`src/rtl/kcet_pkg.sv`:
```
// shared types, codes and constants of the key change event unit
// no dependencies; imported by every module of the block
`default_nettype none

package kcet_pkg;

  // key map geometry
  localparam int MAP_BYTES = 32;
  localparam int IDX_W     = 5;
  localparam int KEY_W     = 8;
  localparam int CODE_W    = 8;
  localparam int BIT_W     = 3;

  // result and counter widths
  localparam int KIND_W    = 2;
  localparam int CNT_W     = 16;
  localparam int REG_W     = 15;
  localparam int CFG_IDX_W = 2;

  // input operations
  localparam logic OP_KEY  = 1'b0;
  localparam logic OP_TICK = 1'b1;

  // typematic phases
  localparam logic [1:0] PHASE_IDLE   = 2'd0;
  localparam logic [1:0] PHASE_DELAY  = 2'd1;
  localparam logic [1:0] PHASE_REPEAT = 2'd2;

  // event kinds
  localparam logic [KIND_W-1:0] KIND_MAKE   = 2'd0;
  localparam logic [KIND_W-1:0] KIND_BREAK  = 2'd1;
  localparam logic [KIND_W-1:0] KIND_REPEAT = 2'd2;
  localparam logic [KIND_W-1:0] KIND_MENU   = 2'd3;

  // configuration register indexes
  localparam logic [CFG_IDX_W-1:0] CFG_REPEAT_DELAY  = 2'd0;
  localparam logic [CFG_IDX_W-1:0] CFG_REPEAT_PERIOD = 2'd1;
  localparam logic [CFG_IDX_W-1:0] CFG_MENU_ACTIVE   = 2'd2;

  // reset values of the registers
  localparam logic [REG_W-1:0] RESET_DELAY  = 15'd7500;
  localparam logic [REG_W-1:0] RESET_PERIOD = 15'd1000;

  // special key codes
  localparam logic [CODE_W-1:0] MOD_FIRST  = 8'hE0;
  localparam logic [CODE_W-1:0] MOD_LAST   = 8'hE7;
  localparam logic [CODE_W-1:0] PAUSE_CODE = 8'h48;

  // classified work item handed from front to back
  typedef struct packed {
    logic             op;
    logic [IDX_W-1:0] idx;
    logic [KEY_W-1:0] bits;
    logic [KEY_W-1:0] diff;
    logic [KEY_W-1:0] emit;
  } job_t;

  // configuration registers
  typedef struct packed {
    logic [REG_W-1:0] delay;
    logic [REG_W-1:0] period;
    logic             menu;
  } cfg_t;

  // index of the lowest set bit of a key byte
  function automatic logic [BIT_W-1:0] low_bit_idx(input logic [KEY_W-1:0] v);
    logic [BIT_W-1:0] r;
    r = '0;
    for (int i = KEY_W - 1; i >= 0; i--) begin
      if (v[i]) r = BIT_W'(i);
    end
    return r;
  endfunction

endpackage

`default_nettype wire

```
`src/rtl/kcet_front.sv`:
```
// front part: accepts beats, keeps the previous key map, classifies changes
// depends on kcet_pkg
`default_nettype none

module kcet_front (
  input  wire logic                      clk,
  input  wire logic                      rst_n,
  input  wire logic                      menu,
  input  wire logic                      accept,
  input  wire logic                      op,
  input  wire logic [kcet_pkg::IDX_W-1:0] byte_index,
  input  wire logic [kcet_pkg::KEY_W-1:0] key_bits,
  output logic                           push,
  output kcet_pkg::job_t                 push_job
);
  import kcet_pkg::*;

  logic [KEY_W-1:0] prior_r [MAP_BYTES];
  logic             in_map;
  logic [KEY_W-1:0] diff;
  logic [KEY_W-1:0] emit;
  logic [CODE_W-1:0] code;

  assign in_map = {1'b0, byte_index} < (IDX_W + 1)'(MAP_BYTES);
  assign diff   = prior_r[byte_index] ^ key_bits;

  // a changed bit yields an event unless it is a break that is dropped
  always_comb begin
    emit = '0;
    code = '0;
    for (int i = 0; i < KEY_W; i++) begin
      code    = {byte_index, BIT_W'(i)};
      emit[i] = diff[i] & (key_bits[i] | (!menu && code != PAUSE_CODE));
    end
  end

  // classified job: ticks always, key bytes only when something changed
  always_comb begin
    push_job.op   = op;
    push_job.idx  = byte_index;
    push_job.bits = key_bits;
    push_job.diff = diff;
    push_job.emit = emit;
    push = accept && ((op == OP_TICK) || (in_map && diff != '0));
  end

  // previous key map image
  always_ff @(posedge clk) begin
    if (!rst_n) begin
      for (int i = 0; i < MAP_BYTES; i++) prior_r[i] <= '0;
    end else if (accept && op == OP_KEY && in_map) begin
      prior_r[byte_index] <= key_bits;
    end
  end

endmodule

`default_nettype wire

```
`src/rtl/kcet_queue.sv`:
```
// two-entry job queue between the front and the back part
// depends on kcet_pkg
`default_nettype none

module kcet_queue (
  input  wire logic           clk,
  input  wire logic           rst_n,
  input  wire logic           push,
  input  wire kcet_pkg::job_t push_job,
  output logic                full,
  input  wire logic           pop,
  output logic                valid,
  output kcet_pkg::job_t      head
);
  import kcet_pkg::*;

  job_t       mem_r [2];
  logic       wr_ptr_r, wr_ptr_nxt;
  logic       rd_ptr_r, rd_ptr_nxt;
  logic [1:0] count_r, count_nxt;

  assign full  = count_r == 2'd2;
  assign valid = count_r != 2'd0;
  assign head  = mem_r[rd_ptr_r];

  // pointer and fill bookkeeping
  always_comb begin
    wr_ptr_nxt = push ? ~wr_ptr_r : wr_ptr_r;
    rd_ptr_nxt = pop ? ~rd_ptr_r : rd_ptr_r;
    count_nxt  = count_r;
    if (push && !pop) count_nxt = count_r + 2'd1;
    else if (pop && !push) count_nxt = count_r - 2'd1;
  end

  always_ff @(posedge clk) begin
    if (!rst_n) begin
      wr_ptr_r <= 1'b0;
      rd_ptr_r <= 1'b0;
      count_r  <= 2'd0;
    end else begin
      wr_ptr_r <= wr_ptr_nxt;
      rd_ptr_r <= rd_ptr_nxt;
      count_r  <= count_nxt;
    end
  end

  // entry storage
  always_ff @(posedge clk) begin
    if (push) mem_r[wr_ptr_r] <= push_job;
  end

endmodule

`default_nettype wire

```
`src/rtl/kcet_back.sv`:
```
// back part: walks changed bits one a cycle unless an event waits at the output,
// runs typematic state, drives results; depends on kcet_pkg
`default_nettype none

module kcet_back (
  input  wire logic                        clk,
  input  wire logic                        rst_n,
  input  wire kcet_pkg::cfg_t              cfg,
  input  wire logic                        q_valid,
  input  wire kcet_pkg::job_t              q_head,
  output logic                             q_pop,
  output logic                             out_valid,
  input  wire logic                        out_ready,
  output logic [kcet_pkg::CODE_W-1:0]      out_key_code,
  output logic [kcet_pkg::KIND_W-1:0]      out_event_kind,
  output logic                             out_last
);
  import kcet_pkg::*;

  logic              busy_r, busy_nxt;
  job_t              job_r, job_nxt;
  logic [1:0]        phase_r, phase_nxt;
  logic [CODE_W-1:0] key_r, key_nxt;
  logic [CNT_W-1:0]  count_r, count_nxt;
  logic              out_valid_r, out_valid_nxt;
  logic [CODE_W-1:0] out_code_r;
  logic [KIND_W-1:0] out_kind_r;
  logic              out_last_r;

  logic              ld;
  logic [CODE_W-1:0] ld_code;
  logic [KIND_W-1:0] ld_kind;
  logic              ld_last;
  logic              load_ok;
  logic [KEY_W-1:0]  low;
  logic [CODE_W-1:0] code;
  logic [CNT_W-1:0]  cnt_inc;
  logic              emits;
  logic              make;
  logic              is_mod;

  assign load_ok = !out_valid_r || out_ready;
  assign low     = job_r.diff & (~job_r.diff + KEY_W'(1));
  assign code    = {job_r.idx, low_bit_idx(job_r.diff)};
  assign cnt_inc = (count_r != '1) ? count_r + CNT_W'(1) : count_r;
  assign emits   = |(job_r.emit & low);
  assign make    = |(job_r.bits & low);
  assign is_mod  = (code >= MOD_FIRST) && (code <= MOD_LAST);

  // job sequencing and typematic state
  always_comb begin
    busy_nxt  = busy_r;
    job_nxt   = job_r;
    phase_nxt = phase_r;
    key_nxt   = key_r;
    count_nxt = count_r;
    q_pop     = 1'b0;
    ld        = 1'b0;
    ld_code   = code;
    ld_kind   = KIND_MAKE;
    ld_last   = 1'b1;
    if (!busy_r) begin
      // take the next job
      if (q_valid) begin
        q_pop    = 1'b1;
        busy_nxt = 1'b1;
        job_nxt  = q_head;
      end
    end else if (job_r.op == OP_TICK) begin
      // timer tick
      ld_code = key_r;
      ld_kind = KIND_REPEAT;
      if (phase_r == PHASE_DELAY) begin
        busy_nxt = 1'b0;
        if (cnt_inc > {1'b0, cfg.delay}) begin
          phase_nxt = PHASE_REPEAT;
          count_nxt = CNT_W'(1);
        end else begin
          count_nxt = cnt_inc;
        end
      end else if (phase_r == PHASE_REPEAT) begin
        if (cnt_inc > {1'b0, cfg.period}) begin
          if (load_ok) begin
            ld        = 1'b1;
            count_nxt = CNT_W'(1);
            busy_nxt  = 1'b0;
          end
        end else begin
          count_nxt = cnt_inc;
          busy_nxt  = 1'b0;
        end
      end else begin
        busy_nxt = 1'b0;
      end
    end else begin
      // key byte: lowest pending changed bit this cycle
      if (!emits || load_ok) begin
        ld      = emits;
        ld_kind = make ? (cfg.menu ? KIND_MENU : KIND_MAKE) : KIND_BREAK;
        ld_last = (job_r.emit & job_r.diff & ~low) == '0;
        if (make && !cfg.menu && !is_mod) begin
          key_nxt   = code;
          phase_nxt = PHASE_DELAY;
          count_nxt = CNT_W'(1);
        end else if (!make && !cfg.menu && code == key_r) begin
          key_nxt   = '0;
          phase_nxt = PHASE_IDLE;
          count_nxt = '0;
        end
        job_nxt.diff = job_r.diff & ~low;
        if (job_nxt.diff == '0) busy_nxt = 1'b0;
      end
    end
  end

  // output register handshake
  always_comb begin
    if (ld) out_valid_nxt = 1'b1;
    else if (out_ready) out_valid_nxt = 1'b0;
    else out_valid_nxt = out_valid_r;
  end

  always_ff @(posedge clk) begin
    if (!rst_n) begin
      busy_r      <= 1'b0;
      phase_r     <= PHASE_IDLE;
      key_r       <= '0;
      count_r     <= '0;
      out_valid_r <= 1'b0;
    end else begin
      busy_r      <= busy_nxt;
      phase_r     <= phase_nxt;
      key_r       <= key_nxt;
      count_r     <= count_nxt;
      out_valid_r <= out_valid_nxt;
    end
  end

  // payload registers
  always_ff @(posedge clk) begin
    job_r <= job_nxt;
    if (ld) begin
      out_code_r <= ld_code;
      out_kind_r <= ld_kind;
      out_last_r <= ld_last;
    end
  end

  assign out_valid      = out_valid_r;
  assign out_key_code   = out_code_r;
  assign out_event_kind = out_kind_r;
  assign out_last       = out_last_r;

endmodule

`default_nettype wire

```
`src/rtl/key_change_events_with_typematic_unit.sv`:
```
// top level of the key change event unit with typematic repeat
// depends on kcet_pkg, kcet_front, kcet_queue, kcet_back
`default_nettype none

// Takes key map bytes (op 0) and timer ticks (op 1) and emits make, break,
// repeat-make and menu-press events one per result beat, with last set on the
// final event of each input beat. The front keeps the 32-byte previous key map,
// updates it and classifies a byte in the cycle it is accepted; an unchanged
// byte ends there. A two-entry queue feeds the back, whose bit-serial loop sets
// the sustained rate: one changed bit per cycle while the output takes results;
// a key byte needs a load step, then its changed bits (1 to 8), a tick a load
// and an update step; no new job starts until done. Results sit in an output
// register, so the front accepts while one waits, until the queue fills. The
// configuration port takes a write every cycle; writes belong in idle time.

module key_change_events_with_typematic_unit (
  input  wire logic                          clk,
  input  wire logic                          rst_n,
  input  wire logic                          in_valid,
  output logic                               in_ready,
  input  wire logic                          in_op,
  input  wire logic [kcet_pkg::IDX_W-1:0]    in_byte_index,
  input  wire logic [kcet_pkg::KEY_W-1:0]    in_key_bits,
  output logic                               out_valid,
  input  wire logic                          out_ready,
  output logic [kcet_pkg::CODE_W-1:0]        out_key_code,
  output logic [kcet_pkg::KIND_W-1:0]        out_event_kind,
  output logic                               out_last,
  input  wire logic                          cfg_valid,
  output logic                               cfg_ready,
  input  wire logic [kcet_pkg::CFG_IDX_W-1:0] cfg_index,
  input  wire logic [kcet_pkg::REG_W-1:0]    cfg_data
);
  import kcet_pkg::*;

  cfg_t cfg_r, cfg_nxt;
  logic in_accept;
  logic q_push;
  job_t q_push_job;
  logic q_full;
  logic q_pop;
  logic q_valid;
  job_t q_head;

  assign cfg_ready = 1'b1;
  assign in_ready  = !q_full;
  assign in_accept = in_valid && in_ready;

  // configuration registers
  always_comb begin
    cfg_nxt = cfg_r;
    if (cfg_valid) begin
      unique case (cfg_index)
        CFG_REPEAT_DELAY:  cfg_nxt.delay  = cfg_data;
        CFG_REPEAT_PERIOD: cfg_nxt.period = cfg_data;
        CFG_MENU_ACTIVE:   cfg_nxt.menu   = cfg_data[0];
        default:           cfg_nxt = cfg_r;
      endcase
    end
  end

  always_ff @(posedge clk) begin
    if (!rst_n) begin
      cfg_r.delay  <= RESET_DELAY;
      cfg_r.period <= RESET_PERIOD;
      cfg_r.menu   <= 1'b0;
    end else begin
      cfg_r <= cfg_nxt;
    end
  end

  kcet_front u_front (
    .clk        (clk),
    .rst_n      (rst_n),
    .menu       (cfg_r.menu),
    .accept     (in_accept),
    .op         (in_op),
    .byte_index (in_byte_index),
    .key_bits   (in_key_bits),
    .push       (q_push),
    .push_job   (q_push_job)
  );

  kcet_queue u_queue (
    .clk      (clk),
    .rst_n    (rst_n),
    .push     (q_push),
    .push_job (q_push_job),
    .full     (q_full),
    .pop      (q_pop),
    .valid    (q_valid),
    .head     (q_head)
  );

  kcet_back u_back (
    .clk            (clk),
    .rst_n          (rst_n),
    .cfg            (cfg_r),
    .q_valid        (q_valid),
    .q_head         (q_head),
    .q_pop          (q_pop),
    .out_valid      (out_valid),
    .out_ready      (out_ready),
    .out_key_code   (out_key_code),
    .out_event_kind (out_event_kind),
    .out_last       (out_last)
  );

  // queue is never written when full
  a_no_overflow: assert property (@(posedge clk) disable iff (!rst_n)
    q_push |-> !q_full)
    else $error("job queue written while full");

  // back only takes a job that is present
  a_pop_valid: assert property (@(posedge clk) disable iff (!rst_n)
    q_pop |-> q_valid)
    else $error("job queue read while empty");

  // menu mode yields no plain makes and no breaks
  a_menu_kinds: assert property (@(posedge clk) disable iff (!rst_n)
    (out_valid && cfg_r.menu) |->
      (out_event_kind != KIND_BREAK && out_event_kind != KIND_MAKE))
    else $error("plain make or break in menu mode");

  // pause never reports a break
  a_no_pause_break: assert property (@(posedge clk) disable iff (!rst_n)
    (out_valid && out_event_kind == KIND_BREAK) |-> out_key_code != PAUSE_CODE)
    else $error("break of pause reported");

endmodule

`default_nettype wire
```
`config.mk`:
```
export PLATFORM = sky130hd
export DESIGN_NAME = key_change_events_with_typematic_unit
export DESIGN_NICKNAME = d
export VERILOG_FILES = /design/src/rtl/kcet_pkg.sv /design/src/rtl/kcet_front.sv /design/src/rtl/kcet_queue.sv /design/src/rtl/kcet_back.sv /design/src/rtl/key_change_events_with_typematic_unit.sv
export SDC_FILE = /design/constraint.sdc
export NUM_CORES = 1
export LEC_CHECK = 0
export BUFFER_PORTS_ARGS = -buffer_cell sky130_fd_sc_hd__buf_2
export CAP_MARGIN = 0
export CORE_MARGIN = 3
export CORE_UTILIZATION = 35
export CTS_BUF_LIST = sky130_fd_sc_hd__clkbuf_4 sky130_fd_sc_hd__clkbuf_8
export DETAILED_ROUTE_END_ITERATION = 8
export GPL_ROUTABILITY_DRIVEN = 0
export RECOVER_POWER = 25
export SYNTH_ARGS = -nofsm -noshare
export SYNTH_HDL_FRONTEND = slang
export SYNTH_SLANG_ARGS = --single-unit
export TNS_END_PERCENT = 100
```
`constraint.sdc`:
```
create_clock -name clk -period 3.9 [get_ports clk]
set_clock_uncertainty 0.05 [all_clocks]
set_input_delay 0.39 -clock clk [delete_from_list [all_inputs] [get_ports clk]]
set_output_delay 0.39 -clock clk [all_outputs]
set_load 0.02 [all_outputs]
```
==> results.yml, run 1 <==
outcome:
  status: "finished, violations left"
  violations: "max-capacitance violations, max-slew violations"
grt:
  first_global_vias: 13810
  grt.overflow.total: 0
  antenna_found_initial: 1
  grt_pass1_wl_mm: 81.34
  grt_max_degree: 64
  grt_usage_pct: 17.61
synthesis:
  synthArstFlopShare_pct: 0
  ys_warn_count: 0
  synth_edf_count: 357
  synthCells: 1633
  ys_ff_latch: 421
  synth_cell_types: 77
  ys_seq_area_share_pct: 59.98
  syn-cell-area_sq_um: 20010
  syn-num-nets: 1703
  synth_flop_cell: "edfxtp_1"
  syn_avg_cell_area_sq_um: 12.25
layout:
  nets: 1934
  mostFrequentLayoutCell: "edfxtp_1"
  final_core_util_pct: 42.54
  stdcell_area_sq_um: 24030
  final_cell_mix: "edfxtp_1 (357), and2_1 (222), buf_4 (166)"
  fillCellCount: 5243
  drive_above_1_share_pct: 20.38
  syn_to_final_growth_pct: 20.12
cts:
  cts_sinks: 421
  cts.clk_slew.worst_paths_ps: 70
  h-tree-depth: 3
  cts_buffer_depth: 3
  cts_tree: "built"
  numCtsBuffers: 71
  clk_latency_ps: 630
  clockRootBuffer: "clkbuf_8"
placement:
  post-place-ws_ps: -273.8
  dp_hpwl_mm: 36.65
  port_buffers: 48
  post_dp_cell_area_sq_um: 22330
routing:
  drc: 0
  vias_per_cell: 5.136
  vias: 13750
  drtAntennaViolNets: 0
  first_pass_iters: 5
  wire_per_inst_um: 19.95
  drt_iter0_drc: 1007
  wirelength_mm: 53.39
setup_path:
  reg2reg_depth: 14
  crit_top_cell: "xor2_1"
  cp.required_ps: 4410
  cp.arrival_ps: 4300
  crit_path_max_incr_delay_ps: 550
  critPathSlowestCell: "or4_1"
  criticalPathCategory: "flip-flop to flip-flop"
  cp-start-kind: "flip-flop"
  cp_cell_sequence: "mux2i_1, buf_4, o22ai_1, nor4_1, clkbuf_1, nand2_1, xor2_1, or4_1, o41ai_2, inv_2, ha_1, xor2_1, or3_1, a21oi_1"
  crit_fanout: 2
  cp-end-kind: "flip-flop"
sta:
  slew_violations: 258
  tns_ps: 0
  fmax_mhz: 263.6
  holdWs_ps: 98.24
  setup_slack_ps: 105.9
  grt_setup_unrepaired: "true"
  period_needed_ps: 3794
  tightestPinTransition_ps: 2103
  period_share_pct: 97.28
  setup_viol: 0
  maxSlewHeadroom_pct: -40.20
  hold_violations: 0
floorplan:
  design.portCount: 50
  fp.dieW_um: 245.1
  fp.dieArea_sq_um: 60070
  rows: 87
  die_h_um: 245.1
  coreArea_sq_um: 56500
  start_util_pct: 35.42
pwr:
  p_leak_uw: 0.009231
  ir_drop_uv: 302.1
  powerDensity_nw_per_um2: 498.9
min_path:
  hold_path.class: "input port to flip-flop"
  min_delay_path_depth: 4
job:
  max_cap_viol_count: 7
critical path, delay by kind of cell, from the launching register on:
family	cells	cell delay (ps)
fa+ha+maj	1	220
mux	1	270
buf+inv	3	480
compound gates	3	620
flops	1	410
simple gates	4	1340
xor+xnor	2	310
cell usage after synthesis, types with 3 or more instances:
| cell | count | area, sq um |
|---|---|---|
| clkbuf_1 | 74 | 277.8 |
| mux2_2 | 36 | 405.4 |
| buf_4 | 12 | 90.09 |
| nand3_1 | 17 | 85.08 |
| nor4_1 | 25 | 156.4 |
| nor2_1 | 73 | 274.0 |
| mux2i_1 | 138 | 1381 |
| nand4b_1 | 5 | 43.79 |
| edfxtp_1 | 357 | 10720 |
| a32o_1 | 7 | 70.07 |
| or3_1 | 10 | 62.56 |
| nand3b_1 | 10 | 75.07 |
| and2_1 | 229 | 1433 |
| nand4_1 | 10 | 62.56 |
| a21o_1 | 5 | 37.54 |
| nand2_1 | 88 | 330.3 |
| nand4b_2 | 3 | 45.04 |
| o31ai_1 | 3 | 22.52 |
| ha_1 | 34 | 425.4 |
| o21a_1 | 8 | 60.06 |
| buf_2 | 18 | 90.09 |
| nor3b_1 | 3 | 22.52 |
| a22oi_1 | 8 | 60.06 |
| dfxtp_1 | 64 | 1281 |
| nor2b_1 | 10 | 62.56 |
| and4_1 | 3 | 26.28 |
| a21oi_1 | 39 | 195.2 |
| nor3_1 | 44 | 220.2 |
| o22ai_1 | 66 | 412.9 |
| buf_1 | 7 | 26.28 |
| o21ai_0 | 48 | 240.2 |
| nand2b_1 | 14 | 87.58 |
| nand4bb_1 | 7 | 78.83 |
| buf_6 | 7 | 78.83 |
| inv_1 | 45 | 168.9 |
| or4b_1 | 4 | 40.04 |
| a31oi_1 | 6 | 37.54 |
| o211ai_1 | 18 | 135.1 |
| xnor2_1 | 16 | 140.1 |
| xor2_1 | 13 | 113.9 |
| a211oi_1 | 4 | 30.03 |
timing repair:
item	CTS	global route
setup buffers	1	7
gates resized for setup	2	22
pin swaps	1	14
hold endpoints to repair	35	0
setup endpoints to repair	20	27
hold buffers	17	0
cloned	0	1
layer usage:
layer / global-route usage (%) / routed length, um / vias up
met5: 0 / 0 / -
met4: 7.468 / 1967 / 0
met3: 3.255 / 2942 / 123
met2: 29.76 / 25780 / 430
met1: 22.17 / 22700 / 6713
li1: - / - / 6479
final timing paths:
check | startpoint | slack (ps) | endpoint
worst max register to register | u_front.prior_r[7][5]$_SDFFCE_PN0P_ | 110 | u_queue.count_r[1]$_SDFFE_PN0P_
worst max-delay path | u_front.prior_r[7][5]$_SDFFCE_PN0P_ | 110 | u_queue.count_r[1]$_SDFFE_PN0P_
worst min register to register | cfg_r[5]$_SDFFE_PN0P_ | 410 | cfg_r[5]$_SDFFE_PN0P_
worst min-delay path | cfg_index[0] | 100 | cfg_r[0]$_SDFFE_PN0P_
per-stage QoR:
stage | power, uW | std cells
after floorplan | 7107 | 1633
after global placement | 7926 | 2521
after detailed placement | 7961 | 2521
after CTS | 12090 | 2667
after global routing | 12530 | 2676
final | 11990 | 2676
power breakdown:
group | leakage, uW | total (uW) | switching, uW | internal [uW]
Clock | 0.000784 | 4070 | 1810 | 2250
Sequential | 0.00411 | 5790 | 342 | 5450
Combinational | 0.00433 | 2130 | 1240 | 891
Total | 0.00923 | 12000 | 3400 | 8590
flip-flops by register name (all words and copies together) (netlist names), named ones only:
register               count
u_back.job_r              25
u_back.code                5
u_back.count_r            16
u_queue.rd_ptr_r           1
u_back.key_r               8
u_queue.mem_r             60
u_queue.wr_ptr_r           1
u_back.out_key_code        8
u_back.out_last            1
u_front.prior_r          256
u_back.busy_r              1
u_back.phase_r             2
u_back.out_event_kind      2
u_queue.count_r            2
cfg_r                     31
u_back.out_valid           1
logic make-up (layout without fill, tap and decap cells):
| family | count (synthesis) | count (layout) | share of synthesized area [%] |
|---|---|---|---|
| AND/OR/NAND/NOR | 570 | 571 | 16.28 |
| adder cells (fa/ha/maj) | 36 | 36 | 2.226 |
| buffers and inverters | 166 | 451 | 3.721 |
| XOR/XNOR | 29 | 29 | 1.269 |
| flip-flops | 421 | 421 | 59.98 |
| multiplexers | 174 | 174 | 8.930 |
| other | 1 | 2 | 0.01874 |
| AO/OA/AOI/OAI | 236 | 236 | 7.567 |
cell type report:
class | instances | area (sq um) | area share [%]
clock buffer | 109 | 1331 | 5.539
timing repair buffer | 276 | 2024 | 8.424
inverter | 47 | 176.4 | 0.7341
antenna | 1 | 2.502 | 0.01041
clock inverter | 19 | 133.9 | 0.5571
sequential | 421 | 12000 | 49.95
tap | 756 | 945.9 | 3.936
multi-input combinational | 1047 | 7415 | 30.85
No activity file was read; power rests on OpenSTA's default activity.
==> run 2, diff against run 1 <==
==> constraint.sdc (replaced) <==
create_clock -name clk -period 3.35 [get_ports clk]
set_clock_uncertainty 0.05 [all_clocks]
set_input_delay 0.335 -clock clk [delete_from_list [all_inputs] [get_ports clk]]
set_output_delay 0.335 -clock clk [all_outputs]
set_load 0.02 [all_outputs]
==> results.yml, run 2 (same netlist as run 1, synthesis figures left out) <==
setup_path:
  crit_path_max_incr_delay_ps: 520
  cp.arrival_ps: 4270
  crit_fanout: 14
  criticalPathCategory: "input port to flip-flop"
  cp.buffers_inverters: 3
  critPathSlowestCell: "nor4_1"
  cp-start-kind: "input port"
  r2r_slack_ps: -400
  crit_family: "simple AND/OR/NAND/NOR gates"
  cp_cell_sequence: "clkbuf_1, nand4bb_1, clkbuf_1, o22ai_1, nor4_1, nand2_4, xor2_2, or3_4, o41ai_4, inv_2, ha_4, xor2_1, or3_1, a21oi_1"
  cp.required_ps: 3840
  crit_top_cell: "clkbuf_1"
  cp-end-kind: "flip-flop"
pwr:
  power.share.clock_pct: 32.4
  swShare_pct: 28.44
  p_int_uw: 10110
  p_leak_uw: 0.009652
  powerDensity_nw_per_um2: 564.0
  power.total_uw: 14120
  p_switching_uw: 4015
  combPwrFrac_pct: 20.4
  ir_drop_uv: 408.2
  p_seq_share_pct: 47.2
layout:
  multi_input_area_sq_um: 7931
  largest_reg_flops: 256
  final_core_util_pct: 44.32
  reg_top3: "u_front.prior_r: 256 flops, u_queue.mem_r: 60 flops, cfg_r: 31 flops"
  final_cell_mix: "edfxtp_1 (357), and2_1 (220), buf_4 (217)"
  fillCellCount: 5186
  seqCellArea_sq_um: 12020
  regMostFlops: "u_front.prior_r"
  syn_to_final_growth_pct: 25.13
  mostFrequentLayoutCell: "edfxtp_1"
  nets: 2004
  drive_above_1_share_pct: 26.57
routing:
  drc: 0
  first_pass_iters: 6
  drt_iter0_drc: 1120
  drtAntennaViolNets: 0
  wire_per_inst_um: 20.15
  vias: 14130
  wirelength_mm: 55.31
  vias_per_cell: 5.148
outcome:
  status: "finished, violations left"
  violations: "max-capacitance violations, max-slew violations, negative setup slack"
min_path:
  hold_path.class: "input port to flip-flop"
grt:
  first_global_vias: 14410
  grt_max_degree: 64
  antenna_found_initial: 1
  grt_usage_pct: 18.39
  grt_pass1_wl_mm: 85.15
  grt.overflow.total: 0
cts:
  cts.clk_slew.worst_paths_ps: 60
  cts_tree: "built"
  numCtsBuffers: 73
  cts_buffer_depth: 3
  clockRootBuffer: "clkbuf_8"
  clk_latency_ps: 630
  cts_sinks: 421
  h-tree-depth: 3
sta:
  tightestPinTransition_ps: 2283
  setup_slack_ps: -426.0
  maxSlewHeadroom_pct: -52.21
  tns_ps: -12490
  period_share_pct: 112.7
  period_needed_ps: 3776
  setup_viol: 75
  slew_violations: 353
  hold_violations: 0
  holdWs_ps: 77.19
  grt_setup_unrepaired: "true"
  fmax_mhz: 264.8
floorplan:
  fp.dieArea_sq_um: 60070
  coreArea_sq_um: 56500
  start_util_pct: 35.42
  fp.dieW_um: 245.1
  rows: 87
  die_h_um: 245.1
  design.portCount: 50
placement:
  dp_hpwl_mm: 37.02
  port_buffers: 48
job:
  max_cap_viol_count: 9
-- run 2: per-stage QoR --
step / std cells / worst slack (ps) / area (sq um)
4_1_cts: 2738 / -324.4 / 24950
5_1_grt: 2745 / -532.5 / 25040
2_1_floorplan: 1633 / -188.6 / 20180
3_5_place_dp: 2575 / -805.2 / 22830
3_3_place_gp: 2575 / -803.6 / 22830
6_report: 2745 / -426.0 / 25040
-- run 2: area by class of cell --
| cell class | instances | share of cell area, % |
|---|---|---|
| inverter | 47 | 0.7046 |
| clock buffer | 110 | 5.297 |
| antenna | 2 | 0.01999 |
| clock inverter | 18 | 0.3148 |
| timing repair buffer | 344 | 10.21 |
| tap | 756 | 3.778 |
| sequential | 421 | 47.99 |
| multi-input combinational | 1047 | 31.68 |
-- run 2: tightest hold or removal path: cells and delay by family --
family	cells	cell delay [ps]
buf+inv	1	130
simple gates	2	140
mux	1	100
-- run 2: path summary, 6_finish.rpt --
check,from,endpoint,cells past startpoint
worst min register to register,cfg_r[23]$_SDFFE_PN0P_,cfg_r[23]$_SDFFE_PN0P_,2
worst max-delay path,in_byte_index[0],u_queue.count_r[1]$_SDFFE_PN0P_,14
worst max register to register,u_back.count_r[10]$_SDFFE_PN0P_,u_back.count_r[9]$_SDFFE_PN0P_,18
worst min-delay path,cfg_index[0],cfg_r[0]$_SDFFE_PN0P_,4
-- run 2: repair_timing --
| item | in CTS | in global routing |
|---|---|---|
| hold buffers | 17 | 0 |
| hold endpoints to repair | 35 | 0 |
| pin swaps | 59 | 17 |
| buffers inserted | 20 | 8 |
| endpoints found under the setup margin | 33 | 36 |
| cloned | 1 | 0 |
| gates resized for setup | 84 | 39 |
-- run 2: per-layer routing --
layer	GRT usage (%)	vias to the layer above	share of wire (%)
li1	-	6629	-
met1	23.02	6958	42
met2	31.43	399	49
met3	3.102	144	5.0
met4	7.850	0	3.7
met5	0	-	0
-- run 2: power by group through the flow --
stage          combinational [uW]  sequential, uW  clock, uW
3_3_place_gp                 2650            6750          0
6_report                     2880            6670       4570
3_5_place_dp                 2670            6770          0
4_1_cts                      2860            6670       4680
2_1_floorplan                1660            6650          0
5_1_grt                      3130            6720       4920
